`src/rtl/bpc_pkg.sv`:
```
// Shared widths, constants, register indexes and types for the barometer compensation block.
package bpc_pkg;

    localparam int RAW_W     = 24;
    localparam int COEF_W    = 16;
    localparam int TEMP_W    = 15;
    localparam int PRES_W    = 17;
    localparam int CFG_IDX_W = 3;
    localparam int NSTG      = 10;

    localparam int TEMP_REF  = 2000;
    localparam int TEMP_VLOW = -1500;
    localparam int VLOW_OFS  = TEMP_REF - TEMP_VLOW;
    localparam int TEMP_MIN  = -4000;
    localparam int TEMP_MAX  = 8500;
    localparam int PRES_MIN  = 1000;
    localparam int PRES_MAX  = 120000;

    typedef enum logic [CFG_IDX_W-1:0] {
        CFG_SENS,
        CFG_OFF,
        CFG_TCS,
        CFG_TCO,
        CFG_TREF,
        CFG_TEMPSENS
    } t_cfg_idx;

    typedef struct packed {
        logic pp;
        logic sum;
    } t_mul_en;

endpackage

```
`src/rtl/bpc_wide_mul.sv`:
```
// Two-stage 24 by 39 bit signed multiplier built from two narrower partial products.
module bpc_wide_mul import bpc_pkg::*; (
    input  logic                     i_clk,
    input  t_mul_en                  i_en,
    input  logic [RAW_W-1:0]         i_a,
    input  logic signed [38:0]       i_b,
    output logic signed [62:0]       o_p
);

    logic [43:0]        n_lo;
    logic signed [43:0] n_hi;
    logic [43:0]        r_lo;
    logic signed [42:0] r_hi;
    logic signed [62:0] n_p;
    logic signed [62:0] r_p;

    assign n_lo = i_a * i_b[19:0];
    assign n_hi = $signed({1'b0, i_a}) * $signed(i_b[38:20]);
    assign n_p  = $signed({r_hi, 20'd0}) + $signed({19'd0, r_lo});

    always_ff @(posedge i_clk) begin
        if (i_en.pp) begin
            r_lo <= n_lo;
            r_hi <= n_hi[42:0];
        end
        if (i_en.sum) begin
            r_p <= n_p;
        end
    end

    assign o_p = r_p;

endmodule

```
`config.mk`:
```
export PLATFORM = sky130hd
export DESIGN_NAME = bpc_wide_mul
export DESIGN_NICKNAME = d
export VERILOG_FILES = /design/src/rtl/bpc_pkg.sv /design/src/rtl/bpc_wide_mul.sv
export SDC_FILE = /design/constraint.sdc
export NUM_CORES = 2
export LEC_CHECK = 0
export ABC_AREA = 1
export ABC_CLOCK_PERIOD_IN_PS = 10790
export BUFFER_PORTS_ARGS = -buffer_cell sky130_fd_sc_hd__buf_2
export CAP_MARGIN = 20
export CORE_UTILIZATION = 66
export CTS_CLUSTER_DIAMETER = 100
export DETAILED_ROUTE_END_ITERATION = 7
export GPL_ROUTABILITY_DRIVEN = 0
export GPL_TIMING_DRIVEN = 1
export MAX_ROUTING_LAYER = met4
export PLACE_DENSITY = 0.84
export SLEW_MARGIN = 15
export SYNTH_ARGS = -nofsm -noshare
export SYNTH_HDL_FRONTEND = slang
export SYNTH_SLANG_ARGS = --single-unit
```
`constraint.sdc`:
```
create_clock -name i_clk -period 10.79 [get_ports i_clk]
set_clock_uncertainty 0.2 [all_clocks]
set_input_delay 2.6975 -clock i_clk [delete_from_list [all_inputs] [get_ports i_clk]]
set_output_delay 2.6975 -clock i_clk [all_outputs]
set_load 0.01 [all_outputs]
```
# ---- Yosys cells after proc, flatten, opt, wreduce, memory -nomap -nowiden
# Index checks and enable logic that the tools add are counted.
dict set report word_totals {
  register_bits 150
  inputBits 66
  output_inout_bits 63
  elab_cells 6
}
dict set report op_classes {
  add_sub_neg 1
  n_mul 2
}
# op n
set ops {}
lappend ops {{adder 63 x 45 -> 63 bit} 1}
lappend ops {{multiplier 24 x 20 -> 44 bit} 1}
lappend ops {{multiplier 25 x 19 -> 43 bit} 1}

# ---- Logic depth before layout (Yosys ltp)
dict set report depth {
  word_depth 1
  ltp_mapped 30
  ltp_nobuf 28
}

# ---- Worst setup path before layout
# OpenSTA, ideal clock, no wires.
dict set report synth_timing {
  kind {input port to flip-flop}
  startpoint {input port i_a[11]}
  endpoint {register r_lo[34], data pin}
  setup_time_ns 0.252
  t_arrival_ns 8.022
  required_ns 10.338
  slack_ns 2.316
  stages 25
  path_buffers 2
  path_cell_list {clkbuf_1 > clkbuf_1 > nand2_1 > fa_1 > inv_1 > fa_1 > inv_1 > fa_1 > inv_1 > fa_1 > fa_1 > fa_1 > inv_1 > fa_1 > inv_1 > ha_1 > nand2_2 > nor2_2 > inv_1 > nor2_1 > nand2_1 > nand3_2 > nand2_1 > nand3_1 > nand2_1}
}
dict set report synth_via {
  elab_chain_len 1
}
# element line
set synth_rtl {}
lappend synth_rtl {{start, declared} bpc_wide_mul.sv:5} ;# input logic [RAW_W-1:0] i_a,
lappend synth_rtl {{multiplier 24 x 20 -> 44 bit} bpc_wide_mul.sv:17} ;# assign n_lo = i_a * i_b[19:0];
lappend synth_rtl {{net n_lo[34]} bpc_wide_mul.sv:10} ;# logic [43:0] n_lo;
lappend synth_rtl {{end signal, assigned} bpc_wide_mul.sv:23} ;# r_lo <= n_lo;
lappend synth_rtl {{end, declared} bpc_wide_mul.sv:12} ;# logic [43:0] r_lo;
# The timed path passes the listed nets, and every way through them passes these cells.
# A chain may end at the register's enable or synchronous reset.

# ---- Worst setup path in the final report
dict set report layout_timing {
  startpoint {input port i_a[16]}
  endpoint {register r_lo[42], data pin}
}
# The elaborated chain is that of the path after synthesis.

==> results.sh <==
export IMPL_status="finished, violations left"
export IMPL_violations="DRC"
export IMPL_post_drt_via_cell_ratio=5.40
export IMPL_cts_tree="yes"
export IMPL_rsz0062_at_grt="false"
export IMPL_timing_fmax_mhz=113
export IMPL_crit_start="i_a[16]"
export IMPL_netlist_area_um2=40700
export IMPL_fp_coreArea_um2=60600
export IMPL_synth_fa_ha_area_share_pct=48.3
export IMPL_clk_pin_slew_ps=60
export IMPL_syn_area_per_cell_um2=7.52
export IMPL_grt_pass1_vias=34900
export IMPL_post_cts_resized=0
export IMPL_hp_start="r_lo[4]"
export IMPL_timing_slew_headroom_pct=22.7
export IMPL_worst_pin_slew_ps=1160
export IMPL_path_cells="buf_2, nand2_1, fa_1, fa_1, fa_1, inv_1, fa_1, fa_1, fa_1, inv_1, fa_1, inv_1, ha_1, nand2_1, inv_1, nand2_1, nand2_1, a21oi_1, nand2_1, nand2_1, nand3_1, nand2_1, nand2_1"
export IMPL_synth_compound_area_share_pct=1.24
export IMPL_drt_iter0_markers=3243
export IMPL_cts_buffer_depth=2
export IMPL_wl_per_cell_um=16.8
export IMPL_grt_pass1_wl_um=173000
export IMPL_clk_latency_ps=440
export IMPL_cp_start_kind="primary input"
export IMPL_path_common_cell="nand2_1"
export IMPL_vias=33400
export IMPL_synthMuxAreaShare_pct=0
export IMPL_ys_ff_latch=150
export IMPL_cts_sinks=150
export IMPL_drt_total_wl_um=104000
export IMPL_slowest_stage="buf_2"
export IMPL_fillers=4761
export IMPL_slowest_delay_ps=820
export IMPL_antenna_found_initial=1
export IMPL_overflow=0
export IMPL_pin_count=129
export IMPL_synth_xor_area_share_pct=1.46
export IMPL_root_buffer="clkbuf_16"
export IMPL_grtUsageMet1_pct=47.5
export IMPL_grt_usage_pct=36.1
export IMPL_start_util_pct=67.1
export IMPL_grtUsageMet2_pct=55.5
export IMPL_firstDrtPassIters=8
export IMPL_rows=90
export IMPL_netlist_instances=5412
export IMPL_dp_hpwl_um=81800
export IMPL_finalWorstPathRequiredPeriod_ps=8890
export IMPL_ant_nets=0
export IMPL_h_tree_depth=4
export IMPL_top_usage_layer="met2"
export IMPL_final_hold_viol_count=0
export IMPL_die_w_um=250
export IMPL_final_area_um2=42400
export IMPL_drc=2
export IMPL_maxCapViolCount=0
export IMPL_critPathKind="in2reg"
export IMPL_worst_r2r_startpoint="r_lo[20]"
export IMPL_cp_max_fo=39
export IMPL_cts_hold_buffers=0
export IMPL_ys_seq_area_share_pct=11.1
export IMPL_portBuffers=128
export IMPL_critPathCaptureType="flop"
export IMPL_yosys_area_share_simple_pct=21.1
export IMPL_crit_required_ps=10780
export IMPL_grt_max_degree=79
export IMPL_die_y_um=250
export IMPL_die_area_um2=62600
export IMPL_final_layout_size_suffix_gt1_share_pct=4.23
export IMPL_yosys_warnings=0
export IMPL_setup_violations=0
export IMPL_fin_setup_tns_ps=0
export IMPL_grt_util_met3_pct=7.08
export IMPL_place_area_um2=41700
export IMPL_cts_buffers=17
export IMPL_post_cts_buffers=0
export IMPL_crit_arrival_ps=8880
export IMPL_syn_nets=6588
export IMPL_hold_class="reg2reg"
export IMPL_nNetsFinal=6574
export IMPL_synth_cell_types=33
export IMPL_areaGrowthSynthToFinish_pct=4.34
export IMPL_timing_final_max_slew_violations=0
export IMPL_synth_top_family_by_area="adder cells"
export IMPL_finalCritPeriodShare_pct=82.3
final cells by class:
type                       count  area, µm²  share of cell area (%)
inverter                    1646       6180                    14.6
tap                          782        978                    2.31
sequential                   150       4500                    10.6
timing repair buffer         141        741                    1.75
clock inverter                14        272                   0.640
antenna                        1       2.50                 0.00590
multi-input combinational   3442      29300                    69.1
clock buffer                  17        425                    1.00
worst paths after layout:
| kind | slack, ps | depth (start not counted) | endpoint |
|---|---|---|---|
| min | 220 | 0 | o_p[4] |
| max reg2reg | 8200 | 13 | o_p[42] |
| min reg2reg | 220 | 0 | o_p[4] |
| max | 1900 | 23 | r_lo[42] |
registers in the layout, indices dropped and copies added (netlist names):
register,flops
o_p,63
r_hi,43
r_lo,44
synthesized netlist by cell type:
cell type  count  area share (%)
nand2_1     1767              16
inv_1       1646              15
fa_1         766              38
ha_1         344              11
nor2_1       197             1.8
clkbuf_1     161             1.5
edfxtp_1     150              11
nand3_1      106             1.3
a21oi_1       61            0.75
xor2_1        56             1.2
nand4_1       23            0.35
o21ai_0       17            0.21
nor3_1        15            0.18
buf_1         13            0.12
nand2_2       13            0.20
nand3_2       12            0.30
xnor2_1       12            0.26
or2_2         11            0.17
nor2_2        10            0.15
nor3_2         7            0.17
a31oi_1        5           0.077
o21bai_1       5           0.092
a21o_1         3           0.055
and2_1         2           0.031
nand3b_1       2           0.037
a21boi_0       1           0.018
and2_4         1           0.022
nand2b_1       1           0.015
nand3b_2       1           0.028
nor2_4         1           0.028
o21a_1         1           0.018
o21ai_2        1           0.022
or2_1          1           0.015
logic make-up after synthesis:
| family | Yosys count |
|---|---|
| flops | 150 |
| xor+xnor | 68 |
| fa+ha+maj | 1110 |
| compound gates | 94 |
| simple gates | 2170 |
| buf+inv | 1820 |
critical path: cells and delay by family:
kind / cells / cell delay [ps]
AO/OA/AOI/OAI: 1 / 290
adder cells (fa/ha/maj): 8 / 3980
buffers and inverters: 5 / 1030
AND/OR/NAND/NOR: 9 / 850
stage by stage:
stage / util, % / hold WS [ps] / std cells / setup WS (ps)
3_3_place_gp: 68.9 / 201 / 6161 / 1670
4_1_cts: 70.0 / 219 / 6192 / 2060
6_report: 70.0 / 218 / 6193 / 1900
3_5_place_dp: 68.9 / 206 / 6161 / 1590
5_1_grt: 70.0 / 220 / 6193 / 1620
2_1_floorplan: - / 200 / 5412 / 2320
routing by layer:
metal	vias up	wire (µm)
met3	327	13200
met5	-	0
met1	15900	40000
li1	15200	-
met4	0	4450
met2	2001	46300
placed cells by master (no fill, tap or decap), types with 7 or more instances in the layout:
cell type and count:
edfxtp_1 150, nand3_2 12, a21oi_1 61, o21ai_0 17, nand2_2 13, clkbuf_16 17
nand4_1 23, nor2_1 197, xnor2_1 12, inv_1 1646, nor3_1 15, buf_2 127
bufinv_16 7, fa_1 766, or2_2 11, nor2_2 10, nand2_1 1767, xor2_1 56
nor3_2 7, nand3_1 106, buf_4 14, ha_1 344
Power is left out: the tool's default activity adds up to more than one toggle a clock period on the data nets, which glitch-free logic cannot reach.
